File: src/hdl/vwpr_pkg.sv
package vwpr_pkg;

  localparam int VMEM_BYTES_DEF = 32768;
  localparam int QUEUE_DEPTH    = 4;

  // register indexes on the config port
  localparam logic [2:0] CFG_GRAPHICS = 3'd0;
  localparam logic [2:0] CFG_HIRES    = 3'd1;
  localparam logic [2:0] CFG_MIXED    = 3'd2;
  localparam logic [2:0] CFG_PAGE     = 3'd3;
  localparam logic [2:0] CFG_COLOR    = 3'd4;

  // job kinds
  localparam logic [1:0] KIND_TEXT  = 2'd0;
  localparam logic [1:0] KIND_LORES = 2'd1;
  localparam logic [1:0] KIND_HIRES = 2'd2;

  typedef struct packed {
    logic graphics;
    logic hires;
    logic mixed;
    logic page;
    logic color;
  } vid_cfg_t;

  // line holds the text/lores row (low 5 bits) or the hires scanline
  typedef struct packed {
    logic [1:0] kind;
    logic       color;
    logic [5:0] col;
    logic [7:0] line;
    logic [7:0] data;
    logic [7:0] left;
    logic [7:0] right;
  } job_t;

  function automatic logic [23:0] lo_rgb(input logic [3:0] nib);
    logic [23:0] c;
    case (nib)
      4'd0:    c = {8'd0,   8'd0,   8'd0};
      4'd1:    c = {8'd227, 8'd30,  8'd96};
      4'd2:    c = {8'd96,  8'd78,  8'd189};
      4'd3:    c = {8'd255, 8'd68,  8'd253};
      4'd4:    c = {8'd0,   8'd163, 8'd96};
      4'd5:    c = {8'd156, 8'd156, 8'd156};
      4'd6:    c = {8'd20,  8'd207, 8'd253};
      4'd7:    c = {8'd208, 8'd195, 8'd255};
      4'd8:    c = {8'd96,  8'd114, 8'd3};
      4'd9:    c = {8'd255, 8'd106, 8'd60};
      4'd10:   c = {8'd156, 8'd156, 8'd156};
      4'd11:   c = {8'd255, 8'd160, 8'd208};
      4'd12:   c = {8'd20,  8'd245, 8'd60};
      4'd13:   c = {8'd208, 8'd221, 8'd141};
      4'd14:   c = {8'd114, 8'd255, 8'd208};
      default: c = {8'd255, 8'd255, 8'd255};
    endcase
    return c;
  endfunction

  function automatic logic [23:0] hi_rgb(input logic [2:0] idx);
    logic [23:0] c;
    case (idx)
      3'd1:    c = {8'd20,  8'd245, 8'd60};
      3'd2:    c = {8'd255, 8'd68,  8'd253};
      3'd3:    c = {8'd255, 8'd255, 8'd255};
      3'd5:    c = {8'd255, 8'd106, 8'd60};
      3'd6:    c = {8'd20,  8'd207, 8'd253};
      3'd7:    c = {8'd255, 8'd255, 8'd255};
      default: c = 24'd0;
    endcase
    return c;
  endfunction

  function automatic logic [23:0] grey_rgb(input logic [1:0] lvl);
    logic [23:0] c;
    case (lvl)
      2'd0:    c = 24'd0;
      2'd1:    c = {8'd85,  8'd85,  8'd85};
      2'd2:    c = {8'd171, 8'd171, 8'd171};
      default: c = {8'd255, 8'd255, 8'd255};
    endcase
    return c;
  endfunction

  // artifact colour from the (left, self, right) window
  function automatic logic [23:0] artifact(input logic [2:0] win, input logic odd,
                                           input logic hi);
    logic [23:0] c;
    case (win)
      3'd2:    c = hi_rgb({hi, ~odd, odd});
      3'd5:    c = hi_rgb({hi, odd, ~odd});
      3'd3, 3'd6, 3'd7: c = hi_rgb(3'd3);
      default: c = hi_rgb(3'd0);
    endcase
    return c;
  endfunction

endpackage

File: src/hdl/vwpr_queue.sv
module vwpr_queue import vwpr_pkg::*; (
  input  logic clk,
  input  logic rst_n,
  input  logic push,
  input  job_t push_job,
  output logic full,
  input  logic pop,
  output job_t pop_job,
  output logic empty
);

  localparam int QAW = $clog2(QUEUE_DEPTH);

  job_t         q [QUEUE_DEPTH];
  logic [QAW:0] wr_ptr_r, rd_ptr_r;

  assign empty   = wr_ptr_r == rd_ptr_r;
  assign full    = (wr_ptr_r[QAW] != rd_ptr_r[QAW]) &&
                   (wr_ptr_r[QAW-1:0] == rd_ptr_r[QAW-1:0]);
  assign pop_job = q[rd_ptr_r[QAW-1:0]];

  always_ff @(posedge clk) begin
    if (push) q[wr_ptr_r[QAW-1:0]] <= push_job;
  end

  always_ff @(posedge clk) begin
    if (!rst_n) begin
      wr_ptr_r <= '0;
      rd_ptr_r <= '0;
    end else begin
      if (push) wr_ptr_r <= wr_ptr_r + 1'b1;
      if (pop) rd_ptr_r <= rd_ptr_r + 1'b1;
    end
  end

endmodule

File: config.mk
export PLATFORM = sky130hd
export DESIGN_NAME = vwpr_queue
export DESIGN_NICKNAME = d
export VERILOG_FILES = /design/src/hdl/vwpr_pkg.sv /design/src/hdl/vwpr_queue.sv
export SDC_FILE = /design/constraint.sdc
export NUM_CORES = 1
export LEC_CHECK = 0
export BUFFER_PORTS_ARGS = -buffer_cell sky130_fd_sc_hd__buf_4
export CAP_MARGIN = 20
export CELL_PAD_IN_SITES_DETAIL_PLACEMENT = 1
export CELL_PAD_IN_SITES_GLOBAL_PLACEMENT = 1
export CORE_MARGIN = 3
export CORE_UTILIZATION = 46
export DETAILED_ROUTE_END_ITERATION = 12
export PLACE_DENSITY = 0.72
export SYNTH_ARGS = -nofsm -noshare
export SYNTH_HDL_FRONTEND = slang
export SYNTH_SLANG_ARGS = --single-unit
File: constraint.sdc
create_clock -name clk -period 2.75 [get_ports clk]
set_input_delay 0.6875 -clock clk [delete_from_list [all_inputs] [get_ports clk]]
set_output_delay 0.6875 -clock clk [all_outputs]
set_load 0.02 [all_outputs]
* Word level (Yosys, flattened, before mapping)
Memories as Yosys holds them, arrays and structs flattened. A register that Yosys moved wholly into a read port is not among the register bits. Index checks and enable logic that the tools add are counted.
Word-level totals: memories kept 1, bits of input ports 45, word-level logic and storage cells 13, flip-flop bits (word level) 6, bits in writable memories 164, output and inout port bits 43
Operators by class: reduce and logical (&&, ||, !) cells 1, equality and inequality tests 3, mux-type cells 4, $add $sub $neg 2
Memories:
- q | words 4, bits a word 41, read ports 1, clocked after Yosys merged registers in 1, write ports 1, RTL line vwpr_queue.sv:14 | job_t q [QUEUE_DEPTH];
Operators with widths (number):
- 3-bit by 1-bit adder with 3-bit output (second input constant) | 2
- 2-bit two-way mux | 2
- 3-bit equality test | 1
- 2-bit equality test | 1
- 1-bit two-way mux | 2
- 1-bit logical AND | 1
- 1-bit inequality test | 1

* Logic depth before layout (Yosys ltp)
Gate-level depths: netlist (run 1).
word-level depth 3, depth in mapped cells 4, gate-level depth less buffers 4

* Worst setup path before layout (run 1)
No wires, ideal clock.
path kind input to register, from in push, to mem q[3][0] in the netlist's numbering, enable pin, setup time 0.402 ns, arrival time 1.959 ns, stages on the path 2, path slack 0.389 ns, path buffers 1, path through clkbuf_1 > and2_1
On the way: word-level cells in the longest chain between the ends 2
Ends and longest elaborated chain:
- start, declared | RTL line vwpr_queue.sv:4 | input logic push,
- 1-bit two-way mux | RTL line vwpr_queue.sv:23 | if (push) q[wr_ptr_r[QAW-1:0]] <= push_job;
- 1-bit two-way mux (not written as such) | RTL line vwpr_queue.sv:23
- end, declared | RTL line vwpr_queue.sv:14
Every way passes these cells.

==> results of run 1 <==
==> kinds of logic (layout without fill, tap and decap cells) <==
logic type	after synthesis	count (layout)
flops	172	172
compound gates	4	4
xor+xnor	5	5
simple gates	13	13
fa+ha+maj	5	5
buf+inv	14	134
mux	43	43
==> layout by cell type (no fill, tap or decap), drive strengths merged, types with 3 or more instances in the layout <==
cell	n
clkbuf	17
inv	3
clkinvlp	4
edfxtp	164
xnor2	3
bufinv	3
and2	4
mux4	41
dfxtp	8
nor2	5
buf	99
clkinv	8
ha	5
==> metal layers <==
layer | up-vias | routed length [um] | track usage | part of all wire
met4 | 0 | 102 | 0.04775 | 0.0086
met5 | - | 0 | 0 | 0
met2 | 83 | 5919 | 0.2616 | 0.50
met1 | 1546 | 5102 | 0.2277 | 0.43
met3 | 9 | 755 | 0.05450 | 0.064
li1 | 1286 | - | - | -
==> cell type report <==
cell class                      instances  area, sq um
Inverter                                3        11.26
Clock buffer                           17        425.4
Sequential cell                       172         5090
Timing Repair Buffer                   99        805.8
Fill cell                            1157         5533
Multi-Input combinational cell         70         1160
Clock inverter                         15        155.1
Tap cell                              176        220.2
==> per-stage QoR <==
stage               std cells  hold slack (ps)  setup slack [ps]  utilization
floorplan                 256            529.8             389.2            -
global route              552            450.0             186.7       0.5871
detailed placement        519            571.5             506.9       0.5423
CTS                       551            451.4             25.72       0.5856
global placement          519            557.8             501.7       0.5423
finish                    552            465.9             274.5       0.5871
==> worst max path at each step <==
stage / startpoint / to / slack (ps) / cells past startpoint
floorplan: push / q[3][0] / 390 / 2
global placement: flip-flop / pop_job[16] / 500 / 3
detailed placement: flip-flop / pop_job[14] / 510 / 3
CTS: flip-flop / pop_job[26] / 30 / 3
global route: flip-flop / pop_job[16] / 190 / 3
finish: flip-flop / pop_job[14] / 270 / 3
==> worst register-to-register path: stages (launching register included) <==
cell                      delay (ps)
sky130_fd_sc_hd__dfxtp_1         380
sky130_fd_sc_hd__inv_1           120
sky130_fd_sc_hd__ha_1            140
sky130_fd_sc_hd__and2_2          380
sky130_fd_sc_hd__buf_12          270
==> synth_stat cells (all sizes together) <==
cell / count / area share
dfxtp: 8 / 0.025
clkbuf: 1 / 0.00059
buf: 10 / 0.018
ha: 5 / 0.0098
nor3b: 1 / 0.0012
edfxtp: 164 / 0.77
mux2i: 2 / 0.0031
a21oi: 2 / 0.0016
mux4: 41 / 0.15
nor3: 1 / 0.00078
inv: 3 / 0.0018
nor2: 5 / 0.0029
nand3b: 2 / 0.0024
a21bo: 2 / 0.0031
xor2: 2 / 0.0028
and2: 4 / 0.0039
xnor2: 3 / 0.0041
==> report_power, final <==
part           switching (W)  internal [W]  total, W
Sequential         0.0000398       0.00300   0.00304
Combinational       0.000377      0.000345  0.000721
Clock               0.000921       0.00141   0.00233
==> registers in the layout, summed over array words and instances (netlist names), named ones only <==
name	count
q	164
rd_ptr_r	3
wr_ptr_r	3
==> impl_metrics.toml, run 1 <==
[setup_path]
path_max_fanout = 21
crit_chain = "buf_12 > mux4_2 > buf_4"
reg2reg_path_depth = 4
critPathLaunchType = "flip-flop"
critPathTopFamily = "multiplexers"
critPathRequiredTime_ps = 2060
critical_path_arrival_ps = 1790
setup.worst_path.end_class = "output pin"
critPathKind = "flip-flop to output pin"
critical-path-max-stage-delay_ps = 550
rrSetupSlack_ps = 1130
cpMaxStageDelayCell = "sky130_fd_sc_hd__mux4_2"
critical_path_buf_inv_count = 2
source_of_the_worst_register_to_register_timing_path = "wr_ptr_r[0]"
capture_point_of_the_worst_reg_to_reg_path = "q[2][22]"

[synth]
post_synth_design_cell_area_sq_mm = 0.006370
synth.net_count = 306
synth_sequential_area_ratio = 0.7983
synth-xor-area-share = 0.006875
synth_simple_gate_area_share = 0.01120
synth_compound_area_frac = 0.004714
synthMuxAreaShare = 0.1487
post_synth.cell_area_avg_sq_um = 24.88
ys_ff_latch = 172
synthAdderAreaFrac = 0.009821
synth-warning-count = 0
post_synth_inst_count = 256
synth_cell_types = 21
largest_family_of_logic_cells_by_synthesized_area = "multiplexers"

[sta]
final_setup_violations = 0
layout_worst_path_cycle_share = 0.9002
finalHoldViolCount = 0
timing.clock.skew_ps = 8.889
post_route_minimum_period_ps = 2476
setup_tns_ps = 0
fmaxAchievable_mhz = 404.0
slew_viol_final = 0
grt_setup_unrepaired = "false"
worst_pin_slew_ps = 398.3
slew_headroom = 0.7345

[placement]
detailedPlacementHpwl_um = 7363
place.gp.congestion = 0.7360
portBuffers = 87
placed_area_sq_mm = 0.007267

[detailed_routing]
route.detailed.wl_per_inst_um = 21.52
vias_per_cell = 5.297
dr_total_vias = 2924
drcViolationCount = 0
number_of_nets_still_failing_antenna_checks_after_routing = 0
drt-initial-drc-count = 301
drtPass1Iterations = 4
final_wirelength_um = 11880

[cells_and_area]
finish.instance_area_sq_mm = 0.007868
drive_above_1_share = 0.4654
layout-area-overhead-vs-synth_pct = 23.51
n_antenna_cell = 0
final_nets = 413

[clock_network]
post_cts_hold_buffer_count = 0
post_cts_buffers = 0
clockRootBuffer = "sky130_fd_sc_hd__clkbuf_16"
tritoncts = "yes"
worst_skew_pair_later_pin_latency_ps = 420
tritoncts.num_buffers = 17
cts.path.max_buffers = 2
htree_levels = 4
cts_num_sinks = 172
ctsResizeCount = 0
clk_pin_slew_worst_paths_ps = 60

[global_routing]
global_route.overflow_total = 0
grt_max_degree = 30
grt_pass1_wl_um = 18120
grt_pass1_vias = 3131
track_usage = 0.1672
number_of_antenna_violations_at_the_first_check_in_global_routing = 0

[floorplanning]
fp-row-count = 42
die-width_um = 123.7
die_area_sq_mm = 0.01530
placeableCoreArea_sq_mm = 0.01340
die_h_um = 123.7
floorplan.initialDensity = 0.4754
ios = 88

[power_and_ir_drop]
power.density_cell_area_mw_per_mm2 = 774.0
static_power_due_to_leakage_nw = 2.694
totalPowerFinal_w = 0.006089
largest_vdd_supply_drop_mv = 0.4319

[run_status]
run_status = "complete, no violations"

[worst_hold_path]
worstHoldStart = "push_job[38]"
timing.hold.worst_endpoint = "q[3][38]"
worstHoldPathCells = 1
worstHoldPathType = "primary input to flip-flop"

[run]
maxCapViolCount = 0
(Power assumes the default switching activity.)
==> run 2, diff against run 1 <==
SKIP_LAST_GASP = 1   (was unset)
clock period = 2.9 ns   (was 2.75 ns; I/O delays follow)
==> run 2 against run 1 <==
Cell count increased by 0.91%. Clock skew rose by 5.4 ps. Sequential share of layout area decreased by 0.27 points. Critical path depth unchanged. Non-clock buffer count up 5. Count of clock-buffer cells in the layout stayed put. Hold slack better by 32 ps. Via count grew 0.17%. Register-to-register slack gained 70 ps. Worst setup slack improved by 38 ps.
==> impl_metrics.toml, run 2 (synthesis gave the netlist of run 1 again) <==
[run_status]
run_status = "complete, no violations"

[detailed_routing]
routed.top_layer = "met4"
drt-initial-drc-count = 301
drcViolationCount = 0
vias_per_cell = 5.259
dr_total_vias = 2929
met3WireLength_um = 538
wl_met1_um = 5084
met2_wirelength_um = 6310
route.detailed.wl_per_inst_um = 21.51
final_wirelength_um = 11980
number_of_nets_still_failing_antenna_checks_after_routing = 0
drtPass1Iterations = 4

[placement]
numPlacedInstances = 517
portBuffers = 87
place.gp.congestion = 0.7173
detailedPlacementHpwl_um = 7483

[setup_path]
path_max_fanout = 11
source_of_the_worst_register_to_register_timing_path = "wr_ptr_r[0]"
top_cell_by_count_worst_path = "sky130_fd_sc_hd__buf_4"
critical-path-max-stage-delay_ps = 540
critPathRequiredTime_ps = 2170
cpMaxStageDelayCell = "sky130_fd_sc_hd__mux4_2"
critical_path_arrival_ps = 1860
critPathLaunchType = "flip-flop"
crit_chain = "buf_4 > mux4_2 > buf_4"
critPathKind = "flip-flop to output pin"
setup.worst_path.end_class = "output pin"

[clock_network]
clk_pin_slew_worst_paths_ps = 70
tritoncts = "yes"
worst_skew_pair_later_pin_latency_ps = 420
clockRootBuffer = "sky130_fd_sc_hd__clkbuf_16"
htree_levels = 4
tritoncts.num_buffers = 17
cts_num_sinks = 172
cts.path.max_buffers = 2

[global_routing]
global_route.overflow_total = 0
grt_max_degree = 30
grt_pass1_vias = 3145
track_usage = 0.1649
number_of_antenna_violations_at_the_first_check_in_global_routing = 0
grt_pass1_wl_um = 17930

[sta]
post_route_minimum_period_ps = 2588
layout_worst_path_cycle_share = 0.8923
finalHoldViolCount = 0
timing.clock.skew_ps = 14.31
setup_tns_ps = 0
fmaxAchievable_mhz = 386.5
final_setup_violations = 0
worst_pin_slew_ps = 416.2
slew_headroom = 0.7225
grt_setup_unrepaired = "false"
slew_viol_final = 0
final.hold.worst_slack_ps = 497.6

[cells_and_area]
largest_reg_flops = 164
layout_commonest_cell = "sky130_fd_sc_hd__edfxtp_1"
n_antenna_cell = 0
drive_above_1_share = 0.4803
final_cell_mix = "sky130_fd_sc_hd__edfxtp_1 (164), sky130_fd_sc_hd__buf_4 (98), sky130_fd_sc_hd__mux4_2 (40)"
layout-area-overhead-vs-synth_pct = 24.02
number_of_non_filler_instances_in_the_completed_layout = 557
final_nets = 418

[floorplanning]
floorplan.initialDensity = 0.4754
ios = 88
die-width_um = 123.7
die_area_sq_mm = 0.01530
fp-row-count = 42
die_h_um = 123.7
placeableCoreArea_sq_mm = 0.01340

[run]
maxCapViolCount = 0

[power_and_ir_drop]
largest_vdd_supply_drop_mv = 0.4034
static_power_due_to_leakage_nw = 2.720
totalPowerFinal_w = 0.005718
power.density_cell_area_mw_per_mm2 = 723.8

[worst_hold_path]
worstHoldStart = "push_job[28]"
worstHoldPathType = "primary input to flip-flop"
run 2: cell types whose count changed in the layout (fill, tap and decap cells not counted):
cell | before | now
sky130_fd_sc_hd__inv_6 | 0 | 6
sky130_fd_sc_hd__clkinv_2 | 4 | 2
sky130_fd_sc_hd__buf_12 | 5 | 6
sky130_fd_sc_hd__buf_4 | 94 | 98
sky130_fd_sc_hd__bufinv_16 | 3 | 1
sky130_fd_sc_hd__clkinv_4 | 0 | 3
sky130_fd_sc_hd__clkinv_1 | 4 | 1
sky130_fd_sc_hd__clkinvlp_4 | 4 | 2
run 2: per-layer routing:
metal  vias up  track usage
li1       1302            -
met1      1549       0.2167
met2        74       0.2673
met3         4      0.05313
met4         0      0.04567
met5         -            0
run 2: final timing paths:
path	end	slack [ps]	depth (start not counted)
max	pop_job[7]	310	3
min	q[1][28]	500	1
max reg2reg	q[3][18]	1200	3
min reg2reg	rd_ptr_r[2]	570	2
run 2: worst max-delay path: cells and delay by family (launching register included):
family	cells	cell delay, ps
DFF	1	450
buffers and inverters	2	440
muxes	1	540
run 2: layout make-up:
| type | count | area (sq um) |
|---|---|---|
| sequential | 172 | 5090 |
| clock inverter | 15 | 137.6 |
| timing repair buffer | 104 | 855.8 |
| multi-input combinational | 70 | 1160 |
| inverter | 3 | 11.26 |
| fill | 1141 | 5500 |
| clock buffer | 17 | 425.4 |
| tap | 176 | 220.2 |
run 2: through the flow:
| step | setup WS, ps | utilization | area, sq um |
|---|---|---|---|
| global placement | 569.8 | 0.5430 | 7277 |
| global route | 201.8 | 0.5895 | 7900 |
| floorplan | 501.7 | - | 6370 |
| CTS | 69.59 | 0.5851 | 7840 |
| detailed placement | 543.0 | 0.5430 | 7277 |
| finish | 312.4 | 0.5895 | 7900 |
run 2: timing repair:
| item | 4_1_cts | 5_1_grt |
|---|---|---|
| endpoints found under the setup margin | 0 | 6 |
| hold buffers | 0 | 0 |
| buffers inserted | 0 | 8 |
| resized for setup | 0 | 0 |
run 2: where the power goes:
part,total [W],internal (W),switching (W)
logic,0.000686,0.000335,0.000351
clock network,0.00214,0.00119,0.000948
registers,0.00289,0.00284,0.0000445
total,0.00572,0.00437,0.00134
