[src/hdl/vwpr_pkg.sv]
package vwpr_pkg;

  localparam int VMEM_BYTES_DEF = 32768;
  localparam int QUEUE_DEPTH    = 4;

  // register indexes on the config port
  localparam logic [2:0] CFG_GRAPHICS = 3'd0;
  localparam logic [2:0] CFG_HIRES    = 3'd1;
  localparam logic [2:0] CFG_MIXED    = 3'd2;
  localparam logic [2:0] CFG_PAGE     = 3'd3;
  localparam logic [2:0] CFG_COLOR    = 3'd4;

  // job kinds
  localparam logic [1:0] KIND_TEXT  = 2'd0;
  localparam logic [1:0] KIND_LORES = 2'd1;
  localparam logic [1:0] KIND_HIRES = 2'd2;

  typedef struct packed {
    logic graphics;
    logic hires;
    logic mixed;
    logic page;
    logic color;
  } vid_cfg_t;

  // line holds the text/lores row (low 5 bits) or the hires scanline
  typedef struct packed {
    logic [1:0] kind;
    logic       color;
    logic [5:0] col;
    logic [7:0] line;
    logic [7:0] data;
    logic [7:0] left;
    logic [7:0] right;
  } job_t;

  function automatic logic [23:0] lo_rgb(input logic [3:0] nib);
    logic [23:0] c;
    case (nib)
      4'd0:    c = {8'd0,   8'd0,   8'd0};
      4'd1:    c = {8'd227, 8'd30,  8'd96};
      4'd2:    c = {8'd96,  8'd78,  8'd189};
      4'd3:    c = {8'd255, 8'd68,  8'd253};
      4'd4:    c = {8'd0,   8'd163, 8'd96};
      4'd5:    c = {8'd156, 8'd156, 8'd156};
      4'd6:    c = {8'd20,  8'd207, 8'd253};
      4'd7:    c = {8'd208, 8'd195, 8'd255};
      4'd8:    c = {8'd96,  8'd114, 8'd3};
      4'd9:    c = {8'd255, 8'd106, 8'd60};
      4'd10:   c = {8'd156, 8'd156, 8'd156};
      4'd11:   c = {8'd255, 8'd160, 8'd208};
      4'd12:   c = {8'd20,  8'd245, 8'd60};
      4'd13:   c = {8'd208, 8'd221, 8'd141};
      4'd14:   c = {8'd114, 8'd255, 8'd208};
      default: c = {8'd255, 8'd255, 8'd255};
    endcase
    return c;
  endfunction

  function automatic logic [23:0] hi_rgb(input logic [2:0] idx);
    logic [23:0] c;
    case (idx)
      3'd1:    c = {8'd20,  8'd245, 8'd60};
      3'd2:    c = {8'd255, 8'd68,  8'd253};
      3'd3:    c = {8'd255, 8'd255, 8'd255};
      3'd5:    c = {8'd255, 8'd106, 8'd60};
      3'd6:    c = {8'd20,  8'd207, 8'd253};
      3'd7:    c = {8'd255, 8'd255, 8'd255};
      default: c = 24'd0;
    endcase
    return c;
  endfunction

  function automatic logic [23:0] grey_rgb(input logic [1:0] lvl);
    logic [23:0] c;
    case (lvl)
      2'd0:    c = 24'd0;
      2'd1:    c = {8'd85,  8'd85,  8'd85};
      2'd2:    c = {8'd171, 8'd171, 8'd171};
      default: c = {8'd255, 8'd255, 8'd255};
    endcase
    return c;
  endfunction

  // artifact colour from the (left, self, right) window
  function automatic logic [23:0] artifact(input logic [2:0] win, input logic odd,
                                           input logic hi);
    logic [23:0] c;
    case (win)
      3'd2:    c = hi_rgb({hi, ~odd, odd});
      3'd5:    c = hi_rgb({hi, odd, ~odd});
      3'd3, 3'd6, 3'd7: c = hi_rgb(3'd3);
      default: c = hi_rgb(3'd0);
    endcase
    return c;
  endfunction

endpackage

[src/hdl/vwpr_back.sv]
module vwpr_back import vwpr_pkg::*; (
  input  logic       clk,
  input  logic       rst_n,
  input  logic       q_empty,
  input  job_t       q_job,
  output logic       q_pop,
  output logic       out_valid,
  input  logic       out_stall,
  output logic [8:0] out_pixel_x,
  output logic [7:0] out_pixel_y,
  output logic [7:0] out_red,
  output logic [7:0] out_green,
  output logic [7:0] out_blue,
  output logic       out_is_text_cell,
  output logic [7:0] out_text_code,
  output logic [5:0] out_text_column,
  output logic [4:0] out_text_row,
  output logic       out_last
);

  logic       active_r, out_valid_r;
  job_t       job_r;
  logic [2:0] xi_r, yi_r;
  logic [3:0] p_r;

  logic [8:0]  x_r;
  logic [7:0]  y_r, code_r;
  logic [23:0] rgb_r;
  logic        text_r, last_r;
  logic [5:0]  tcol_r;
  logic [4:0]  trow_r;

  logic        advance, last_c;
  logic [8:0]  bx, x_c;
  logic [7:0]  y_c;
  logic [23:0] rgb_c;
  logic [3:0]  nib, end_p;
  logic [10:0] win;
  logic        odd, hi;

  assign advance = !out_valid_r || !out_stall;
  assign q_pop   = !active_r && !q_empty;

  always_comb begin
    bx    = ({3'b000, job_r.col} << 3) - {3'b000, job_r.col};
    nib   = (yi_r < 3'd4) ? job_r.data[3:0] : job_r.data[7:4];
    win   = {job_r.right[1:0], job_r.data[6:0], job_r.left[6:5]};
    odd   = job_r.col[0] ^ ~p_r[0];
    hi    = (p_r == 4'd0) ? job_r.left[7] : (p_r == 4'd8) ? job_r.right[7] : job_r.data[7];
    end_p = (job_r.color && (job_r.col != 6'd39)) ? 4'd8 : 4'd7;
    x_c    = 9'd0;
    y_c    = 8'd0;
    rgb_c  = 24'd0;
    last_c = 1'b1;
    case (job_r.kind)
      KIND_LORES: begin
        x_c    = bx + {6'd0, xi_r};
        y_c    = {job_r.line[4:0], 3'b000} + {5'd0, yi_r};
        rgb_c  = job_r.color ? lo_rgb(nib)
                 : grey_rgb((xi_r[0] ^ job_r.col[0]) ? nib[1:0] : nib[3:2]);
        last_c = (yi_r == 3'd7) && (xi_r == 3'd6);
      end
      KIND_HIRES: begin
        x_c    = bx + {5'd0, p_r} - 9'd1;
        y_c    = job_r.line;
        rgb_c  = job_r.color ? artifact(3'(win >> p_r), odd, hi)
                 : (1'(win >> (p_r + 4'd1)) ? hi_rgb(3'd3) : hi_rgb(3'd0));
        last_c = p_r == end_p;
      end
      default: begin
        last_c = 1'b1;
      end
    endcase
  end

  always_ff @(posedge clk) begin
    if (!rst_n) begin
      active_r    <= 1'b0;
      out_valid_r <= 1'b0;
    end else begin
      if (q_pop) begin
        active_r <= 1'b1;
      end else if (active_r && advance && last_c) begin
        active_r <= 1'b0;
      end
      if (advance) out_valid_r <= active_r;
    end
  end

  always_ff @(posedge clk) begin
    if (q_pop) begin
      job_r <= q_job;
      xi_r  <= 3'd0;
      yi_r  <= 3'd0;
      p_r   <= (q_job.color && (q_job.col != 6'd0)) ? 4'd0 : 4'd1;
    end else if (active_r && advance) begin
      p_r <= p_r + 4'd1;
      if (xi_r == 3'd6) begin
        xi_r <= 3'd0;
        yi_r <= yi_r + 3'd1;
      end else begin
        xi_r <= xi_r + 3'd1;
      end
    end
    if (active_r && advance) begin
      text_r <= job_r.kind == KIND_TEXT;
      last_r <= last_c;
      if (job_r.kind == KIND_TEXT) begin
        x_r    <= 9'd0;
        y_r    <= 8'd0;
        rgb_r  <= 24'd0;
        code_r <= job_r.data;
        tcol_r <= job_r.col;
        trow_r <= job_r.line[4:0];
      end else begin
        x_r    <= x_c;
        y_r    <= y_c;
        rgb_r  <= rgb_c;
        code_r <= 8'd0;
        tcol_r <= 6'd0;
        trow_r <= 5'd0;
      end
    end
  end

  assign out_valid        = out_valid_r;
  assign out_pixel_x      = x_r;
  assign out_pixel_y      = y_r;
  assign out_red          = rgb_r[23:16];
  assign out_green        = rgb_r[15:8];
  assign out_blue         = rgb_r[7:0];
  assign out_is_text_cell = text_r;
  assign out_text_code    = code_r;
  assign out_text_column  = tcol_r;
  assign out_text_row     = trow_r;
  assign out_last         = last_r;

endmodule

[config.mk]
export PLATFORM = sky130hd
export DESIGN_NAME = vwpr_back
export DESIGN_NICKNAME = d
export VERILOG_FILES = /design/src/hdl/vwpr_pkg.sv /design/src/hdl/vwpr_back.sv
export SDC_FILE = /design/constraint.sdc
export NUM_CORES = 1
export LEC_CHECK = 0
export BUFFER_PORTS_ARGS = -buffer_cell sky130_fd_sc_hd__buf_2
export CORE_ASPECT_RATIO = 1.25
export CORE_MARGIN = 4
export CORE_UTILIZATION = 43
export CTS_CLUSTER_DIAMETER = 100
export CTS_CLUSTER_SIZE = 28
export DETAILED_ROUTE_END_ITERATION = 10
export SKIP_CTS_REPAIR_TIMING = 1
export SKIP_LAST_GASP = 1
export SYNTH_ARGS = -nofsm -noshare
export SYNTH_HDL_FRONTEND = slang
export SYNTH_SLANG_ARGS = --single-unit
[constraint.sdc]
create_clock -name clk -period 6.2 [get_ports clk]
set_clock_uncertainty 0.2 [all_clocks]
set_input_delay 1.24 -clock clk [delete_from_list [all_inputs] [get_ports clk]]
set_output_delay 1.24 -clock clk [all_outputs]
set_load 0.01 [all_outputs]
* After elaboration in Yosys (flattened, before gate mapping) *
Memory sizes are Yosys's and may differ from the RTL's.
Index checks and enable logic that the tools add are counted.

operators by class
  add/subtract/negate cells = 8
  $mul = 0
  div/mod/pow operators = 0
  magnitude comparators = 1
  equal/unequal tests = 26
  shift-type cells = 2
  mux-type cells = 22
  bitwise logic cells = 4
  reduce and logical (&&, ||, !) cells = 21

operators by type and width
  kind                                              number
  case mux 24 bit (5 select lines)                  2
  case mux 24 bit (3 select lines)                  2
  2-to-1 mux 24 bit                                 3
  case mux 24 bit (2 select lines)                  1
  == test 3 bit, second input constant              11
  == test 3 x 2 -> 1 bit, second input constant     6
  case mux 9 bit (2 select lines)                   1
  2-to-1 mux 4 bit                                  4
  case mux 8 bit (2 select lines)                   1
  >> shifter 11 x 4 -> 1 bit                        1
  >> shifter 11 x 4 -> 3 bit                        1
  adder 9 x 3 -> 9 bit                              1
  adder 9 x 4 -> 9 bit                              1
  subtractor 9 x 1 -> 9 bit, second input constant  1
  subtractor 9 x 6 -> 9 bit                         1
  adder 8 x 3 -> 8 bit                              1
  adder 3 x 1 -> 3 bit, second input constant       2
  == test 3 x 1 -> 1 bit, second input constant     2
  logical AND 1 bit                                 6
  inequality test 6 bit, second input constant      1
  nonzero test 6 bit                                1
  2-to-1 mux 1 bit                                  5
  adder 4 x 1 -> 4 bit, second input constant       1
  == test 2 x 1 -> 1 bit, second input constant     2
  other kinds (17)                                  26

word-level totals
  register bits after elaboration = 115
  latch bits = 0
  RAM bits = 0
  bits in read-only memories = 384
  input port bits = 45
  output and inout bits = 64
  logic and storage cells = 105
  memories kept = 1

memories
  name              depth  width  rd ports  clocked after Yosys merged registers in  write ports  line            source
  (name not given)  16     24     1         0                                        0            vwpr_pkg.sv:39  case (nib)

* Longest topological paths before layout *
Gate-level depths: netlist (run 1).

  depth after elaboration = 9
  gate-level depth with buffers = 14
  depth with buffers taken out = 13

* Least setup slack after synthesis (run 1) *
OpenSTA, ideal clock, no wires.

  path kind = input -> output
  start point = input port q_empty
  end point = output port q_pop
  arrival = 2.524 ns
  required time = 4.760 ns
  path slack = 2.236 ns
  stages on the path = 2
  path buffers = 1
  path through = nor2_1 clkbuf_1

on the way
  cells in the longest elaborated chain, start to end = 2

RTL lines
  element            line             source
  from (decl)        vwpr_back.sv:4   input logic q_empty,
  logical NOT 1 bit  vwpr_back.sv:42  assign q_pop = !active_r && !q_empty;
  logical AND 1 bit  vwpr_back.sv:42
  to (decl)          vwpr_back.sv:6   output logic q_pop,

Every way passes these cells.

* Worst setup path after layout (run 1) *
  start point = register job_r[35] (netlist name)
  end point = register x_r[8], in the netlist out_pixel_x[8], data pin

on the way
  cells in the longest elaborated chain, start to end = 4
  elaborated cells on any way between the ends = 5
  those cells by class = add/sub (4); mux (1)

RTL lines
  element                            line              source
  from (decl)                        vwpr_back.sv:22   job_t job_r;
  from (signal assigned)             vwpr_back.sv:92   job_r <= q_job;
  subtractor 9 x 6 -> 9 bit *        vwpr_back.sv:45   bx = ({3'b000, job_r.col} << 3) - {3'b000, job_r.col};
  adder 9 x 4 -> 9 bit               vwpr_back.sv:64   x_c = bx + {5'd0, p_r} - 9'd1;
  subtractor 9 x 1 -> 9 bit          vwpr_back.sv:64
  case mux 9 bit (2 select lines) *  vwpr_back.sv:55   case (job_r.kind)
  to (signal assigned)               vwpr_back.sv:109  x_r <= 9'd0;
  to (signal assigned)               vwpr_back.sv:116  x_r <= x_c;
  to (decl)                          vwpr_back.sv:26   logic [8:0] x_r;

Every way passes the cells marked *; elsewhere a longest branch is shown, timed or not.
A chain may end at the register's enable or synchronous reset.

==> flow_summary_export.csv, run 1 <==
group,metric,value,unit
finish,area.growth.synth_to_final,14.6,%
finish,fin_nets,743,
finish,fillCellCount,1368,
detailed_routing,vias,4660,
timing,max_freq,0.264,GHz
timing,setup_tns,0,ps
detailed_routing,drt_wl_total,14000,um
detailed_routing,wl_met1,6050,um
timing,setup_viol,0,
clock_network,cts.path.max_buffers,2,
grt,grt_max_degree,56,
die,core_area,0.0143,mm2
pwr,power_density,282,mW/mm2
yosys,yosysUniqueCellTypes,70,
detailed_routing,wl_met2,7050,um
yosys,yosys_warnings,0,
grt,grt_pass1_wl,23000,um
grt,gr-total-overflow,0,
die,die_w,116,um
finish,utilization,50.0,%
detailed_routing,topRoutingLayerUsed,"met4",
die,die_h,143,um
die,initial_utilization,43.7,%
run_status,status,"completed",
pwr,ir_drop,0.126,mV
detailed_routing,post_drt_wl_per_cell,16.7,um
timing,rsz0062_at_grt,"false",
detailed_routing,dr.pass1.iters,5,
detailed_routing,drtAntennaViolNets,0,
timing,setup_slack,2420,ps
clock_network,cts_tree,"done",
place,gp_congestion,0.888,
run,drv_cap,0,
clock_network,ctsHtreeMaxLevel,3,
worst_setup_path,criticalPathCategory,"reg -> reg",
detailed_routing,route.met3.wl,651,um
detailed_routing,viasPerCell,5.55,
timing,hold_violations,0,
worst_setup_path,crit_path_end_kind,"flip-flop",
min_path,hold_path_depth,2,
die,ios,109,
worst_setup_path,arrival,3770,ps
grt,grt_util_all_layers,17.6,%
min_path,hold_path_class,"reg -> reg",
worst_setup_path,crit_path_start_kind,"flip-flop",
yosys,synth_nets,658,
pwr,p_leak,2.85,nW
die,rows,49,
place,place_ws,2450,ps
yosys,netlist_instances,571,
grt,grt_pass1_vias,4603,
detailed_routing,detail_route.iter0.violations,250,
yosys,async_flop_share,0,%
timing,final_max_slew_viol_count,0,
place,port_buffers,98,
die,dieArea,0.0166,mm2
clock_network,insertion_delay,350,ps
clock_network,cts_buffers,9,
yosys,synth_edf_count,97,
grt,grt_antenna_before_repair,0,
worst_setup_path,reg2regPathDepth,13,
yosys,avgSynthCellArea,11.0,um2
yosys,ys_ff_latch,105,
yosys,syn_area,0.00626,mm2
timing,max-slew-margin-rel,35.8,%
yosys,synth_top_flop_cell,"edfxtp_1",
timing,finalCritPeriodShare,61.0,%
worst_setup_path,cp.required,6190,ps
clock_network,cts.sinks,105,
finish,n_antenna_cell,0,
detailed_routing,drc,0,
place,dpl.hpwl,10300,um
finish,drive_gt1_share,22.8,%
clock_network,ctsRootBufferMaster,"clkbuf_16",
timing,min_period,3780,ps
worst_setup_path,worst-path-max-fanout,9,
clock_network,path_clk_slew,80,ps
timing,worst_pin_slew,936,ps
yosys,yosysSeqAreaShare,49.1,%
[kinds of logic after synthesis]
group,synth area share [%]
DFF,49.1
adders and majority gates,8.63
muxes,5.81
AOI/OAI and AO/OA,16.6
xor gates and xnor gates,3.02
and+or+nand+nor,12.2
buffers and inverters,4.73
[synth_stat cells, types with 5 or more instances]
| library cell | instances | area [um2] |
|---|---|---|
| a211oi_1 | 5 | 37.5 |
| a21o_1 | 5 | 37.5 |
| a21oi_1 | 43 | 215 |
| a22oi_1 | 14 | 105 |
| a31oi_1 | 6 | 37.5 |
| and2_1 | 18 | 113 |
| buf_2 | 5 | 25.0 |
| clkbuf_1 | 16 | 60.1 |
| dfxtp_1 | 8 | 160 |
| edfxtp_1 | 97 | 2910 |
| ha_1 | 40 | 500 |
| inv_1 | 38 | 143 |
| mux2_2 | 8 | 90.1 |
| mux2i_1 | 15 | 150 |
| mux4_2 | 5 | 113 |
| nand2_1 | 42 | 158 |
| nand3_1 | 9 | 45.0 |
| nor2_1 | 45 | 169 |
| nor3_1 | 11 | 55.1 |
| o211ai_1 | 11 | 82.6 |
| o21ai_0 | 25 | 125 |
| or3_1 | 5 | 31.3 |
| xnor2_1 | 12 | 105 |
[final timing paths]
| kind | from | endpoint | slack, ps |
|---|---|---|---|
| max reg2reg | job_r[35]$_DFFE_PP_ | out_pixel_x[8]$_SDFFCE_PP0P_ | 2420 |
| min reg2reg | xi_r[2]$_SDFFE_PP0P_ | xi_r[2]$_SDFFE_PP0P_ | 320 |
| min | xi_r[2]$_SDFFE_PP0P_ | xi_r[2]$_SDFFE_PP0P_ | 320 |
| max | job_r[35]$_DFFE_PP_ | out_pixel_x[8]$_SDFFCE_PP0P_ | 2420 |
[registers in the layout, indices dropped and copies added (netlist names)]
name / count
out_text_code: 8
yi_r: 3
out_pixel_x: 9
rgb_r: 24
out_is_text_cell: 1
xi_r: 3
job_r: 31
active_r: 1
p_r: 4
out_text_column: 6
out_last: 1
out_pixel_y: 8
out_text_row: 5
out_valid: 1
[cell usage in the layout (no fill, tap or decap), types with 9 or more instances in the layout]
master / count
and2_1: 18
o21ai_0: 25
nand3_1: 9
mux2i_1: 15
inv_1: 37
nor2_1: 44
xnor2_1: 12
a21oi_1: 43
a22oi_1: 14
nand2_1: 42
buf_2: 98
clkbuf_16: 9
edfxtp_1: 97
nor3_1: 11
o211ai_1: 11
ha_1: 40
[metal layers]
metal  up-vias  global-route usage (%)
met3        20                    3.52
met4         0                    6.17
met1      2232                    22.5
met2       115                    29.8
li1       2293                       -
met5         -                       0
[final cells by class]
cell class / count / area, um2 / share of cell area (%)
Sequential cell: 105 / 3070 / 42.8
Tap cell: 178 / 223 / 3.10
Inverter: 39 / 146 / 2.04
Clock buffer: 9 / 225 / 3.14
Timing Repair Buffer: 103 / 528 / 7.36
Multi-Input combinational cell: 398 / 2900 / 40.4
Clock inverter: 7 / 80.1 / 1.12
[through the flow]
stage	power, W	cell area, um2	hold WS (ps)	instances
2_1_floorplan	0.00133	6260	270	571
3_3_place_gp	0.00145	6870	295	823
3_5_place_dp	0.00147	6870	314	823
4_1_cts	0.00204	7180	325	839
5_1_grt	0.00215	7180	362	839
6_report	0.00203	7180	320	839
[report_power, final]
part	switching (W)	total, W	internal, W
clock	0.000288	0.000576	0.000288
sequential	0.0000425	0.000886	0.000844
combinational	0.000337	0.000564	0.000227
[worst max-delay path, cell delays in order (launching register included)]
cell,delay (ps)
edfxtp_1,510
inv_1,80
ha_1,320
or4b_4,500
a21oi_4,150
xor2_2,230
inv_2,110
ha_1,330
inv_1,60
nor2_1,130
a2111oi_0,110
or3_1,400
or3_1,320
a31oi_1,160
Note: power is estimated with default switching activity, not from simulation.
==> run 2, diff against run 1 <==
--- a/config.mk
+++ b/config.mk
@@ -5,6 +5,7 @@
 export SDC_FILE = /design/constraint.sdc
 export NUM_CORES = 1
 export LEC_CHECK = 0
+export ABC_AREA = 1
 export BUFFER_PORTS_ARGS = -buffer_cell sky130_fd_sc_hd__buf_2
 export CORE_ASPECT_RATIO = 1.25
 export CORE_MARGIN = 4
==> constraint.sdc (replaced) <==
create_clock -name clk -period 3.5 [get_ports clk]
set_clock_uncertainty 0.2 [all_clocks]
set_input_delay 0.7 -clock clk [delete_from_list [all_inputs] [get_ports clk]]
set_output_delay 0.7 -clock clk [all_outputs]
set_load 0.01 [all_outputs]
==> run 2 against run 1 <==
  * Flip-flop and latch count stayed put
  * Non-clock buffer count rose by 9
  * Fmax up 23%
  * Synthesized cell count grew 30%
  * Critical endpoint unchanged
  * Largest power group unchanged
==> flow_summary_export.csv, run 2 <==
group,metric,value,unit
grt,grt_antenna_before_repair,0,
detailed_routing,viasPerCell,5.16,
finish,fin_nets,935,
worst_setup_path,r2r_start,"job_r[34]$_DFFE_PP_",
finish,regMostFlops,"job_r",
die,dieArea,0.0166,mm2
yosys,ys_ff_latch,105,
min_path,hold_path_class,"in -> reg",
detailed_routing,drc,0,
worst_setup_path,reg2regPathDepth,14,
worst_setup_path,arrival,3070,ps
finish,drive_gt1_share,17.4,%
timing,min_period,3070,ps
pwr,p_leak,3.45,nW
yosys,async_flop_share,0,%
yosys,netlist_instances,744,
yosys,synth_xor_area_share,0.678,%
timing,rsz0062_at_grt,"false",
clock_network,cts.path.max_buffers,2,
timing,max_freq,0.326,GHz
die,die_w,116,um
yosys,synth_compound_area_share,11.3,%
yosys,synth_nets,831,
grt,grt_max_degree,58,
grt,met1_usage,24.7,%
min_path,hold_path_depth,1,
yosys,synth_commonest_cells,"222 x nand2_1, 97 x edfxtp_1, 97 x inv_1",
pwr,ir_drop,0.248,mV
grt,grt_pass1_vias,5191,
detailed_routing,dr.pass1.iters,5,
yosys,avgSynthCellArea,8.44,um2
detailed_routing,vias,5324,
clock_network,insertion_delay,360,ps
detailed_routing,detail_route.iter0.violations,302,
worst_setup_path,criticalPathCategory,"reg -> reg",
clock_network,cts_tree,"done",
yosys,yosysMostFrequentCell,"nand2_1",
die,die_h,143,um
yosys,yosysSeqAreaShare,49.0,%
min_path,hp-start,"q_job[16]",
place,gp_congestion,0.850,
place,port_buffers,98,
place,dpl.hpwl,11900,um
die,rows,49,
die,initial_utilization,43.8,%
worst_setup_path,crit_path_end_kind,"flip-flop",
finish,n_antenna_cell,0,
yosys,yosysUniqueCellTypes,41,
grt,globalRouteMet2Util,33.2,%
finish,layout_common_cells,"222 x nand2_1, 98 x buf_2, 97 x edfxtp_1",
clock_network,ctsHtreeMaxLevel,3,
timing,setup_viol,0,
min_path,hold_end,"job_r[16]$_DFFE_PP_",
timing,finalCritPeriodShare,87.6,%
worst_setup_path,r2r_slack,430,ps
run_status,status,"completed",
yosys,synth_top_area_cell,"edfxtp_1",
yosys,synth_edf_count,97,
place,placed_cell_area,0.00702,mm2
yosys,synthAdderAreaFrac,8.61,%
pwr,power_density,493,mW/mm2
worst_setup_path,crit_path_start_kind,"flip-flop",
finish,post-route-cell-area,0.00733,mm2
worst_setup_path,r2r_end,"out_pixel_x[8]$_SDFFCE_PP0P_",
timing,worst_pin_slew,720,ps
yosys,synth_top_flop_cell,"edfxtp_1",
yosys,synth_mux_area_share,0,%
yosys,synth_area_leaders,"edfxtp_1 46%, nand2_1 13%, ha_1 8.0%, inv_1 5.8%, a21oi_1 4.8%",
finish,largest_reg_flops,31,
grt,gr-total-overflow,0,
grt,grt.busiest_layer,"met2",
timing,holdWs,313,ps
yosys,yosys_warnings,0,
yosys,syn_area,0.00628,mm2
clock_network,cts.sinks,105,
grt,grt_pass1_wl,25700,um
timing,setup_tns,0,ps
yosys,synthSimpleGateAreaFrac,22.9,%
clock_network,cts_buffers,9,
grt,use_met3,3.65,%
finish,utilization,51.1,%
yosys,synth_top_family_by_area,"simple AND/OR/NAND/NOR gates",
clock_network,path_clk_slew,80,ps
worst_setup_path,worst-path-max-fanout,7,
detailed_routing,drtAntennaViolNets,0,
timing,final_max_slew_viol_count,0,
die,core_area,0.0143,mm2
die,ios,109,
finish,area.growth.synth_to_final,16.7,%
run,drv_cap,0,
detailed_routing,drt_wl_total,15700,um
grt,grt_util_all_layers,19.5,%
clock_network,ctsRootBufferMaster,"clkbuf_16",
timing,max-slew-margin-rel,51.7,%
worst_setup_path,cp.required,3500,ps
finish,final_common_cell,"nand2_1",
detailed_routing,post_drt_wl_per_cell,15.3,um
timing,hold_violations,0,
yosys,synth.top_cell.area_share,46.4,%
run 2: changes by cell type in the layout (fill, tap and decap cells not counted), moves of 17 or more:
cell / delta
o21ai_0: +17
and2_1: -18
nand3_1: +51
a21oi_1: +17
inv_1: +59
nand2_1: +180
run 2: report_power, final:
part | internal (W) | switching, W
Combinational | 0.000346 | 0.000680
Clock | 0.000513 | 0.000519
Sequential | 0.00149 | 0.0000561
Total | 0.00235 | 0.00126
run 2: critical path, cell delays in order, from the launching register on:
cell and delay (ps):
edfxtp_1 510, ha_1 380, inv_1 100, nor2_1 60, a21oi_1 250, nand2_1 110
nand2_1 70, nand2_1 110, ha_1 360, a21oi_1 150, o21ai_0 90, a21oi_1 170
nand3b_1 130, nand3_1 70, a21oi_1 150
run 2: cells by family after synthesis:
| group | count (synthesis) |
|---|---|
| simple gates | 347 |
| compound gates | 126 |
| buf+inv | 120 |
| flops | 105 |
| fa+ha+maj | 42 |
| xor+xnor | 4 |
run 2: stage by stage:
stage / setup WS, ps / instances / total power (W)
floorplan: 120 / 744 / 0.00231
detailed placement: 446 / 1015 / 0.00260
global placement: 464 / 1015 / 0.00259
CTS: 416 / 1031 / 0.00363
global route: 144 / 1031 / 0.00385
finish: 433 / 1031 / 0.00361
run 2: cell type report:
class,count,area (um2)
Fill cell,1375,7020
Sequential cell,105,3070
Multi-Input combinational cell,519,2740
Timing Repair Buffer,112,608
Inverter,101,379
Clock buffer,9,225
Tap cell,178,223
Clock inverter,7,80.1
run 2: how the worst max path moves through the flow:
stage / to / depth (start not counted) / start
final: out_pixel_x[8]$_SDFFCE_PP0P_ / 14 / job_r[34]$_DFFE_PP_
after global placement: out_pixel_x[7]$_SDFFCE_PP0P_ / 13 / job_r[32]$_DFFE_PP_
after global routing: out_pixel_x[8]$_SDFFCE_PP0P_ / 14 / job_r[34]$_DFFE_PP_
after detailed placement: out_pixel_x[8]$_SDFFCE_PP0P_ / 14 / job_r[34]$_DFFE_PP_
after floorplan: p_r[0]$_DFFE_PP_ / 3 / q_empty
after CTS: out_pixel_x[8]$_SDFFCE_PP0P_ / 14 / job_r[34]$_DFFE_PP_
run 2: metal layers:
metal / up-vias / share of wire, %
met5: - / 0
met4: 0 / 2.1
met3: 18 / 5.9
met2: 163 / 49
met1: 2448 / 43
li1: 2695 / -
